**src/rtl/core/lctd_pkg.sv**
```systemverilog
// Package with the types and constants shared by the location table decoder.
package lctd_pkg;

	localparam int unsigned CFG_IDX_W = 1;
	localparam int unsigned CFG_DATA_W = 32;

	localparam logic [CFG_IDX_W-1:0] REG_FIRST_LINE = 1'd0;
	localparam logic [CFG_IDX_W-1:0] REG_TARGET_OFFSET = 1'd1;

	localparam logic [3:0] FORM_NONE = 4'd15;
	localparam logic [3:0] FORM_LONG = 4'd14;
	localparam logic [3:0] FORM_NO_COL = 4'd13;
	localparam logic [3:0] FORM_NEW_LINE = 4'd10;

	localparam logic [5:0] VARINT_STEP = 6'd6;
	localparam logic [5:0] VARINT_LIMIT = 6'd32;

	typedef enum logic [2:0] {
		PH_HDR = 3'd0,
		PH_VAR = 3'd1,
		PH_NL1 = 3'd2,
		PH_NL2 = 3'd3,
		PH_SHORT = 3'd4
	} phase_t;

	typedef struct packed {
		logic [7:0] table_byte;
		logic       last_byte;
	} item_t;

	typedef struct packed {
		logic [31:0] line;
		logic [31:0] end_line;
		logic [31:0] column;
		logic [31:0] end_column;
		logic        error;
	} result_t;

	typedef struct packed {
		phase_t      phase;
		logic [3:0]  entry_form;
		logic [31:0] running_line;
		logic [31:0] unit_count;
		logic [31:0] varint_acc;
		logic [5:0]  varint_shift;
		logic [1:0]  field_index;
		logic [31:0] loc_column;
		logic [31:0] loc_end_column;
		logic        finished;
		logic        in_table;
	} state_t;

endpackage

```
**src/rtl/core/location_table_decoder.sv**
```systemverilog
// Top level of the location table decoder: registers, handshakes and configuration.
//
//   channel   direction   signals                          transaction
//   item      in          item_valid, item_ready, item     one table byte with its last flag
//   result    out         result_valid, result_ready, result  one decoded location
//   cfg       in          cfg_we, cfg_index, cfg_data      one register write
//
// One table byte is taken per cycle; a byte waits in the input register and its
// decode step runs from there straight into the result register, which takes the result
// when the step fires on the byte that completes it. A stalled result holds the
// step, and the input register then fills and drops item_ready. Reset clears all decode
// state and the valid flags of both registers; no clearing pass is needed.
module location_table_decoder (
	input  logic                                clk,
	input  logic                                arst_n,
	input  logic                                item_valid,
	output logic                                item_ready,
	input  lctd_pkg::item_t                     item,
	output logic                                result_valid,
	input  logic                                result_ready,
	output lctd_pkg::result_t                   result,
	input  logic                                cfg_we,
	input  logic [lctd_pkg::CFG_IDX_W-1:0]      cfg_index,
	input  logic [lctd_pkg::CFG_DATA_W-1:0]     cfg_data
);
	import lctd_pkg::*;

	logic        valid_s1;
	item_t       item_s1;
	state_t      st_q;
	state_t      st_nxt;
	logic        step_emit;
	result_t     step_res;
	logic        fire;
	logic [31:0] first_line_q;
	logic [23:0] target_offset_q;

	assign fire = valid_s1 && (!result_valid || result_ready);
	assign item_ready = !valid_s1 || fire;

	lctd_step u_step (
		.cur           (st_q),
		.item          (item_s1),
		.first_line    (first_line_q),
		.target_offset (target_offset_q),
		.nxt           (st_nxt),
		.emit          (step_emit),
		.res           (step_res)
	);

	always_ff @(posedge clk or negedge arst_n) begin
		if (!arst_n) begin
			first_line_q <= '0;
			target_offset_q <= '0;
		end else if (cfg_we) begin
			if (cfg_index == REG_FIRST_LINE) begin
				first_line_q <= cfg_data;
			end else if (cfg_index == REG_TARGET_OFFSET) begin
				target_offset_q <= cfg_data[23:0];
			end
		end
	end

	always_ff @(posedge clk or negedge arst_n) begin
		if (!arst_n) begin
			valid_s1 <= 1'b0;
		end else if (item_valid && item_ready) begin
			valid_s1 <= 1'b1;
		end else if (fire) begin
			valid_s1 <= 1'b0;
		end
	end

	always_ff @(posedge clk) begin
		if (item_valid && item_ready) begin
			item_s1 <= item;
		end
	end

	always_ff @(posedge clk or negedge arst_n) begin
		if (!arst_n) begin
			st_q <= '0;
			result_valid <= 1'b0;
		end else begin
			if (fire) begin
				st_q <= st_nxt;
			end
			if (fire && step_emit) begin
				result_valid <= 1'b1;
			end else if (result_ready) begin
				result_valid <= 1'b0;
			end
		end
	end

	always_ff @(posedge clk) begin
		if (fire && step_emit) begin
			result <= step_res;
		end
	end

	// A full input register is the only thing that holds off new bytes.
	a_ready_only_when_full: assert property (@(posedge clk) disable iff (!arst_n)
		!item_ready |-> valid_s1)
		else $error("item_ready low with an empty input register");

	// Once a table has given its result, no further result comes before its last byte.
	a_no_emit_when_finished: assert property (@(posedge clk) disable iff (!arst_n)
		fire && st_q.finished |-> !step_emit)
		else $error("result emitted after the table was finished");

	// A cut-off entry reports an all-zero location.
	a_error_zero_fields: assert property (@(posedge clk) disable iff (!arst_n)
		result_valid && result.error |-> result.line == 32'd0 && result.column == 32'd0
			&& result.end_column == 32'd0)
		else $error("error result carries a nonzero location");

	// Every emitted location has matching start and end lines.
	a_line_end_matches: assert property (@(posedge clk) disable iff (!arst_n)
		fire && step_emit |=> result_valid && result.end_line == result.line)
		else $error("result end_line differs from line");

endmodule

```
**src/rtl/core/lctd_step.sv**
```systemverilog
// Next-state and result logic for one table byte.
module lctd_step (
	input  lctd_pkg::state_t  cur,
	input  lctd_pkg::item_t   item,
	input  logic [31:0]       first_line,
	input  logic [23:0]       target_offset,
	output lctd_pkg::state_t  nxt,
	output logic              emit,
	output lctd_pkg::result_t res
);
	import lctd_pkg::*;

	logic [7:0]  b;
	logic        last;
	logic [3:0]  add;
	logic [32:0] cnt_sum;
	logic [31:0] acc_new;
	logic [31:0] zz;
	logic        done;
	logic        err;
	logic        restart;

	always_comb begin
		b = item.table_byte;
		last = item.last_byte;
		nxt = cur;
		done = 1'b0;
		err = 1'b0;
		restart = 1'b0;
		add = {1'b0, b[2:0]} + 4'd1;
		cnt_sum = {1'b0, cur.unit_count} + {29'd0, add};
		acc_new = cur.varint_acc;
		if (cur.varint_shift < VARINT_LIMIT) begin
			acc_new = cur.varint_acc | ({26'd0, b[5:0]} << cur.varint_shift);
		end
		zz = acc_new[0] ? (32'd0 - {1'b0, acc_new[31:1]}) : {1'b0, acc_new[31:1]};

		if (cur.finished) begin
			restart = last;
		end else begin
			unique case (cur.phase)
				PH_HDR: begin
					if (!cur.in_table) begin
						nxt.running_line = first_line;
					end
					nxt.in_table = 1'b1;
					nxt.unit_count = cnt_sum[32] ? 32'hFFFF_FFFF : cnt_sum[31:0];
					nxt.entry_form = b[6:3];
					if (b[6:3] == FORM_NONE) begin
						done = 1'b1;
					end else if (b[6:3] == FORM_LONG || b[6:3] == FORM_NO_COL) begin
						if (last) begin
							nxt.loc_column = '0;
							nxt.loc_end_column = '0;
							done = 1'b1;
						end else begin
							nxt.phase = PH_VAR;
							nxt.field_index = '0;
							nxt.varint_acc = '0;
							nxt.varint_shift = '0;
						end
					end else if (last) begin
						err = 1'b1;
					end else if (b[6:3] >= FORM_NEW_LINE) begin
						nxt.running_line = nxt.running_line + {28'd0, b[6:3] - FORM_NEW_LINE};
						nxt.phase = PH_NL1;
					end else begin
						nxt.phase = PH_SHORT;
					end
				end
				PH_VAR: begin
					if (b[6] && !last) begin
						nxt.varint_acc = acc_new;
						if (cur.varint_shift < VARINT_LIMIT) begin
							nxt.varint_shift = cur.varint_shift + VARINT_STEP;
						end
					end else begin
						nxt.varint_acc = '0;
						nxt.varint_shift = '0;
						nxt.field_index = cur.field_index + 2'd1;
						unique case (cur.field_index)
							2'd0: begin
								nxt.running_line = cur.running_line + zz;
								if (cur.entry_form == FORM_NO_COL || last) begin
									nxt.loc_column = '0;
									nxt.loc_end_column = '0;
									done = 1'b1;
								end
							end
							2'd1: begin
								// The end-line delta is read and dropped.
								if (last) begin
									nxt.loc_column = '0;
									nxt.loc_end_column = '0;
									done = 1'b1;
								end
							end
							2'd2: begin
								nxt.loc_column = acc_new;
								if (last) begin
									nxt.loc_end_column = '0;
									done = 1'b1;
								end
							end
							default: begin
								nxt.loc_end_column = acc_new;
								done = 1'b1;
							end
						endcase
					end
				end
				PH_NL1: begin
					if (last) begin
						err = 1'b1;
					end else begin
						nxt.loc_column = 32'd1 + {24'd0, b};
						nxt.phase = PH_NL2;
					end
				end
				PH_NL2: begin
					nxt.loc_end_column = 32'd1 + {24'd0, b};
					done = 1'b1;
				end
				PH_SHORT: begin
					nxt.loc_column = 32'd1 + {25'd0, cur.entry_form, 3'd0} + {29'd0, b[6:4]};
					nxt.loc_end_column = nxt.loc_column + {28'd0, b[3:0]};
					done = 1'b1;
				end
				default: begin
					nxt.phase = PH_HDR;
					restart = last;
				end
			endcase
		end

		if (done) begin
			nxt.phase = PH_HDR;
		end
		emit = err || (done && (nxt.unit_count > {8'd0, target_offset} || last));

		res.error = err;
		res.line = err ? '0 : nxt.running_line;
		res.end_line = err ? '0 : nxt.running_line;
		res.column = err ? '0 : nxt.loc_column;
		res.end_column = err ? '0 : nxt.loc_end_column;

		if (emit) begin
			restart = last;
			nxt.finished = !last;
		end
		if (restart) begin
			nxt = '0;
			nxt.phase = PH_HDR;
			nxt.running_line = first_line;
		end
	end

endmodule
```
**config.mk**
```make
export PLATFORM = sky130hd
export DESIGN_NAME = location_table_decoder
export DESIGN_NICKNAME = d
export VERILOG_FILES = /design/src/rtl/core/lctd_pkg.sv /design/src/rtl/core/location_table_decoder.sv /design/src/rtl/core/lctd_step.sv
export SDC_FILE = /design/constraint.sdc
export NUM_CORES = 1
export LEC_CHECK = 0
export ABC_CLOCK_PERIOD_IN_PS = 11000
export BUFFER_PORTS_ARGS = -buffer_cell sky130_fd_sc_hd__buf_2
export CORE_MARGIN = 5
export CORE_UTILIZATION = 40
export CTS_CLUSTER_DIAMETER = 40
export CTS_CLUSTER_SIZE = 16
export DETAILED_ROUTE_END_ITERATION = 7
export GPL_TIMING_DRIVEN = 0
export SLEW_MARGIN = 40
export SYNTH_ARGS = -nofsm -noshare
export SYNTH_HDL_FRONTEND = slang
export SYNTH_HIERARCHICAL = 1
export SYNTH_SLANG_ARGS = --single-unit
```
**constraint.sdc**
```tcl
create_clock -name clk -period 11 [get_ports clk]
set_input_delay 1.65 -clock clk [delete_from_list [all_inputs] [get_ports clk]]
set_output_delay 1.65 -clock clk [all_outputs]
set_load 0.03 [all_outputs]
```
Yosys cells after proc, flatten, opt, wreduce, memory -nomap -nowiden
Cells that the tools add are included.
{"block": "totals", "register_bits": 341, "in_bits": 47, "out_inout_bits": 131, "word_cells": 155}
{"block": "classes", "addsub": 12, "n_lt_le_gt_ge": 3, "n_eq_ne": 21, "shift": 1, "mux": 62, "bitwise_logic": 2, "reduce_logical": 33}
{"op": "32-bit 2-to-1 mux", "n": 15}
{"op": "32-bit one-hot mux with 4 select lines", "n": 2}
{"op": "104-bit 2-to-1 mux", "n": 2}
{"op": "32-bit one-hot mux with 3 select lines", "n": 2}
{"op": "177-bit 2-to-1 mux", "n": 1}
{"op": "175-bit 2-to-1 mux", "n": 1}
{"op": "64-bit 2-to-1 mux", "n": 2}
{"op": "40-bit one-hot mux with 2 select lines", "n": 1}
{"op": "66-bit 2-to-1 mux", "n": 1}
{"op": "32-bit by 4-bit adder with 32-bit output", "n": 2}
{"op": "32-bit one-hot mux with 2 select lines", "n": 1}
{"op": "40-bit 2-to-1 mux", "n": 1}
{"op": "38-bit 2-to-1 mux", "n": 1}
{"op": "32-bit by 4-bit adder with 33-bit output", "n": 1}
{"op": "32-bit by 3-bit adder with 32-bit output", "n": 1}
{"op": "32-bit adder", "n": 1}
{"op": "32-bit by 24-bit greater-than comparator with 1-bit output", "n": 1}
{"op": "32-bit bitwise OR", "n": 1}
{"op": "6-bit by 6-bit << shifter with 32-bit output", "n": 1}
{"op": "1-bit by 31-bit subtractor with 32-bit output (first input constant)", "n": 1}
{"op": "3-bit 2-to-1 mux", "n": 7}
{"op": "1-bit 2-to-1 mux", "n": 19}
{"op": "4-bit equality test (second input constant)", "n": 4}
{"op": "7-bit AND reduction", "n": 2}
{"op": "37 further kinds", "n": 63}

Longest topological paths before layout
{"block": "logic_depth", "ltp_word": 17, "depth_mapped": 26, "depth_no_buf": 24}

Modules after synthesis
The synthesis kept the hierarchy.
{"mod": "location_table_decoder", "n_inst": 1, "cells_each": 642, "area_each_um2": 13427.9, "seq_area_each_um2": 10024.6}
{"mod": "lctd_step", "n_inst": 1, "cells_each": 1776, "area_each_um2": 10816.6, "seq_area_each_um2": 0.0}

Worst setup path before layout
No wires, ideal clock.
{"block": "synth_path", "path_kind": "flip-flop to flip-flop", "startpoint": "register item_s1[1] (netlist bit)", "endpoint": "register result[0] (netlist bit) (enable)", "setup_ns": 0.618, "arrival_time_ns": 9.146, "t_required_ns": 10.382, "setup_slack_ns": 1.235, "path_stages_with_launch": 27, "n_path_buf": 3, "synth_period_minus_slack_ns": 9.765, "cell_sequence": "edfxtp_1 -> inv_1 -> ha_1 -> inv_1 -> fa_1 -> nand2_1 -> nand2_1 -> nor3b_2 -> and2_0 -> clkbuf_1 -> nand2_1 -> clkbuf_1 -> buf_1 -> nand2_1 -> ha_1 -> nand4_1 -> nor2_1 -> nand2_1 -> nor2_1 -> o21ai_0 -> nand3_1 -> a21oi_1 -> nand3_1 -> o41a_1 -> or2_1 -> nand2_1 -> nor2_1"}
{"block": "synth_between", "elab_chain_len": 10}
{"element": "from (decl)", "line": "location_table_decoder.sv:29", "text": "item_t item_s1;"}
{"element": "from (signal assigned)", "line": "location_table_decoder.sv:76", "text": "item_s1 <= item;"}
{"element": "3-bit by 1-bit adder with 4-bit output", "line": "lctd_step.sv:30", "text": "add = {1'b0, b[2:0]} + 4'd1;"}
{"element": "32-bit by 4-bit adder with 33-bit output", "line": "lctd_step.sv:31", "text": "cnt_sum = {1'b0, cur.unit_count} + {29'd0, add};"}
{"element": "32-bit 2-to-1 mux", "line": "lctd_step.sv:47", "text": "nxt.unit_count = cnt_sum[32] ? 32'hFFFF_FFFF : cnt_sum[31:0];"}
{"element": "32-bit 2-to-1 mux", "line": "lctd_step.sv:41", "text": "unique case (cur.phase)"}
{"element": "175-bit 2-to-1 mux", "line": "lctd_step.sv:38", "text": "if (cur.finished) begin"}
{"element": "32-bit by 24-bit greater-than comparator with 1-bit output", "line": "lctd_step.sv:139", "text": "emit = err || (done && (nxt.unit_count > {8'd0, target_offset} || last));"}
{"element": "1-bit logical OR", "line": "lctd_step.sv:139"}
{"element": "1-bit logical AND", "line": "lctd_step.sv:139"}
{"element": "1-bit logical OR", "line": "lctd_step.sv:139"}
{"element": "via step_emit", "line": "location_table_decoder.sv:32", "text": "logic step_emit;"}
{"element": "1-bit logical AND", "line": "location_table_decoder.sv:97", "text": "if (fire && step_emit) begin"}
{"element": "to (signal assigned)", "line": "location_table_decoder.sv:98", "text": "result <= step_res;"}
{"element": "to (decl)", "line": "location_table_decoder.sv:21", "text": "output lctd_pkg::result_t result,"}
The timed path passes the listed nets, and every way through them passes these cells. The select of a mux whose other input is x is not followed.
A chain may end at the register's enable or synchronous reset.

Worst setup path after layout
{"block": "layout_path", "startpoint": "register item_s1[1] (netlist bit)", "endpoint": "register result[106] (netlist bit) (enable)"}
The elaborated chain is that of the path after synthesis.

==> reports/summary.txt <==
Syn nets - 2553
Async set-or-reset flop fraction in the synthesized netlist - 63.0%
Met1 WL - 35900 um
Max Fclk - 133 MHz
TritonCTS clock tree - built
Post-CTS resize count - 0
Starting utilization of the core area - 40.2%
Post-CTS Repair Setup Buffers - 0
DIE HEIGHT - 256 um
Met3 WL post-DR - 6160 um
Initial antenna violation count - 2
HP Class - reg -> reg
Initial DRC count - 2053
Top-area cell type share of the netlist area - 24.3%
Non-Filler Instances - 3531
Relative slew slack - 38.8%
Final worst path period share - 68.3%
Leakage - 12.7 nW
Final antenna-violating net count - 0
WHS - 504 ps
YS warnings - 6
Post-Syn Area - 24200 um^2
Met2 wire length - 38800 um
Vias in the first global route - 20600
Reg2reg start - item_s1[1]
Area Growth Syn to Fin - 19.5%
Critical Path Max Stage Delay - 610 ps
Cell taking the most area after synthesis - dfrtp_1
Share of cells above drive strength 1 - 25.5%
Sw Share - 45.1%
Peak VDD IR - 0.150 mV
First-pass GRT wire length - 126000 um
Design Power - 9.29 mW
Placed cell count - 3397
Layout net count - 2825
Slowest library cell on the worst path - edfxtp_1
Root Driver - clkbuf_16
Post-synth EDFFs - 138
NetSw - 4.19 mW
Unrepaired setup endpoints after global routing - no
Startpoint types - register
GRT Total Usage - 24.6%
Top sig layer - met4
Hold-fix buffers at CTS - 0
# IOs - 178
HPWL Detailed - 62700 um
End of the critical path - result[106]
Reg2Reg Depth - 33
Most used DFF post-synth - dfrtp_1
Reg clk slew, reported paths - 50 ps
Largest net degree at the start of global routing - 71
Comb pwr share - 53.2%
Seq pwr share - 23.1%
Maxcap violations - 0
GRT overflow - 0
H-tree depth - 3
Gpl congestion - 0.970
Site row count - 90
Setup violation total in the final timing report - 0
Post-route DRC violation count - 0
Die W - 256 um
Via count - 20500
Design area - 29000 um^2
Port bufs - 177
Final core occ - 48.1%
Drt wl/cell - 23.7 um
Clock Tree Buf Depth - 3
Ranking of synthesized cells by area - dfrtp_1, edfxtp_1, mux2_4, mux2_2, nor2_1
Post-Syn Area per Cell - 10.0 um^2
R2R Setup Slk - 3490 ps
Count of different cell masters after synthesis - 96
Synth Instances - 2418
CP Data Arrival Time - 7860 ps
Power Internal - 5.10 mW
Seq/Total Area, Yosys - 41.3%
Run status - completed
Worst-path fanout max - 23
Worst-skew pair later-pin latency - 610 ps
Fin. Hold Viols - 0
Final min period - 7510 ps
FF-to-FF End - result[106]
Fillers - 5554
Die ar. - 65600 um^2
Core ar. - 60200 um^2
Clk_skew - 23.3 ps
Power per cell area - 321 nW/um^2
Final max-slew violation count - 0
CP startpoint - item_s1[1]
CP required - 11350 ps
Post-Route WL - 83800 um
Worst-margin pin slew - 918 ps
Clock share of power - 23.7%
Crit. End Element - register
Dpl cell area - 26500 um^2
#FFs+latches synth - 373
Router iterations before antenna repair - 7
Min-delay src - st_q[0]
CTS Buf Count - 72
DR vias/cell - 5.81
Clock Sinks - 373
CP Class - reg -> reg
## per-stage QoR
step           setup TNS, ps  setup WS (ps)
2_1_floorplan              0           1240
3_3_place_gp         -378770          -3000
3_5_place_dp               0           3520
4_1_cts                    0           3480
5_1_grt                    0           3020
6_report                   0           3490
## cells by family after synthesis
logic type | count (synthesis) | synth area share (%)
compound gates | 548 | 14.6
simple gates | 773 | 15.4
fa+ha+maj | 88 | 4.67
buf+inv | 237 | 4.79
flops | 373 | 41.3
mux | 271 | 14.5
xor+xnor | 128 | 4.62
## power by group through the flow
stage                     logic, mW  clock network [mW]  registers [mW]
after floorplan                2.96                   0            2.49
after global placement         4.69                   0            2.22
after detailed placement       4.83                   0            2.17
after CTS                      4.86                2.24            2.15
after global routing           5.26                2.31            2.19
final                          4.94                2.20            2.15
## synthesized netlist by cell type (all sizes together) (9+ instances only)
cell type,instances
a211oi,11
a21o,25
a21oi,183
a221o,12
a221oi,15
a22o,11
a22oi,46
a31oi,24
and2,42
and3,17
buf,81
clkbuf,91
dfrtp,235
edfxtp,138
ha,84
inv,65
mux2,249
mux2i,22
nand2,159
nand2b,18
nand3,49
nand3b,14
nand4,25
nor2,285
nor2b,51
nor3,58
nor4,10
o21a,9
o21ai,109
o21bai,9
o221ai,14
o22ai,20
xnor2,67
xor2,61
## per-layer routing
layer  track usage [%]  up-vias
li1                  -     9305
met1              33.0    10200
met2              39.7      825
met3              4.81      153
met4              9.55        0
met5                 0        -
## cell type report
class                           instances  area (um^2)  share of cell area [%]
Multi-Input combinational cell       1808        13200                    45.5
Clock inverter                         39          387                    1.33
Inverter                               65          244                   0.842
Timing Repair Buffer                  198         1160                    4.02
Tap cell                              782          978                    3.38
Buffer                                172          933                    3.22
Antenna cell                            1         2.50                 0.00864
Clock buffer                           93         2050                    7.06
Sequential cell                       373        10000                    34.6
## layout by cell type (no fill, tap or decap), types with 9 or more instances in the layout
master	instances
clkbuf_2	13
nand2b_1	17
a22oi_1	46
o221ai_1	14
o21a_1	9
nor2_1	282
clkbuf_1	89
a221o_1	12
and2_1	40
nand3b_1	14
nand3_1	49
a21oi_1	179
nand4_1	25
edfxtp_1	138
xor2_1	61
buf_4	37
o22ai_1	19
a22o_1	11
mux2i_1	22
and3_1	17
nor2b_1	51
buf_1	14
o21ai_0	101
nand2_1	157
nor3_1	54
a31oi_1	20
clkbuf_16	77
buf_2	201
dfrtp_1	235
buf_6	14
inv_1	64
xnor2_1	67
mux2_4	132
ha_1	84
a21o_1	25
a221oi_1	11
mux2_2	113
## how the worst min path moves through the flow
stage	to	depth (start not counted)
after floorplan	st_q[65]	1
after global placement	st_q[65]	1
after detailed placement	st_q[57]	1
after CTS	st_q[23]	1
after global routing	st_q[18]	1
final	st_q[0]	1
## worst max-delay path: cells and delay by family, from the launching register on
family | cells | cell delay, ps
buffers and inverters | 12 | 2570
and+or+nand+nor | 12 | 1660
AOI/OAI and AO/OA | 6 | 1390
adders and majority gates | 3 | 960
DFF | 1 | 610
## sequential cells by signal, summed over array words and instances, names as in the netlist
| signal | cells |
|---|---|
| item_s1 | 9 |
| result | 129 |
| valid_s1 | 1 |
| first_line_q | 32 |
| st_q | 177 |
| target_offset_q | 24 |
| result_valid | 1 |
No activity file was read; power rests on OpenSTA's default activity.
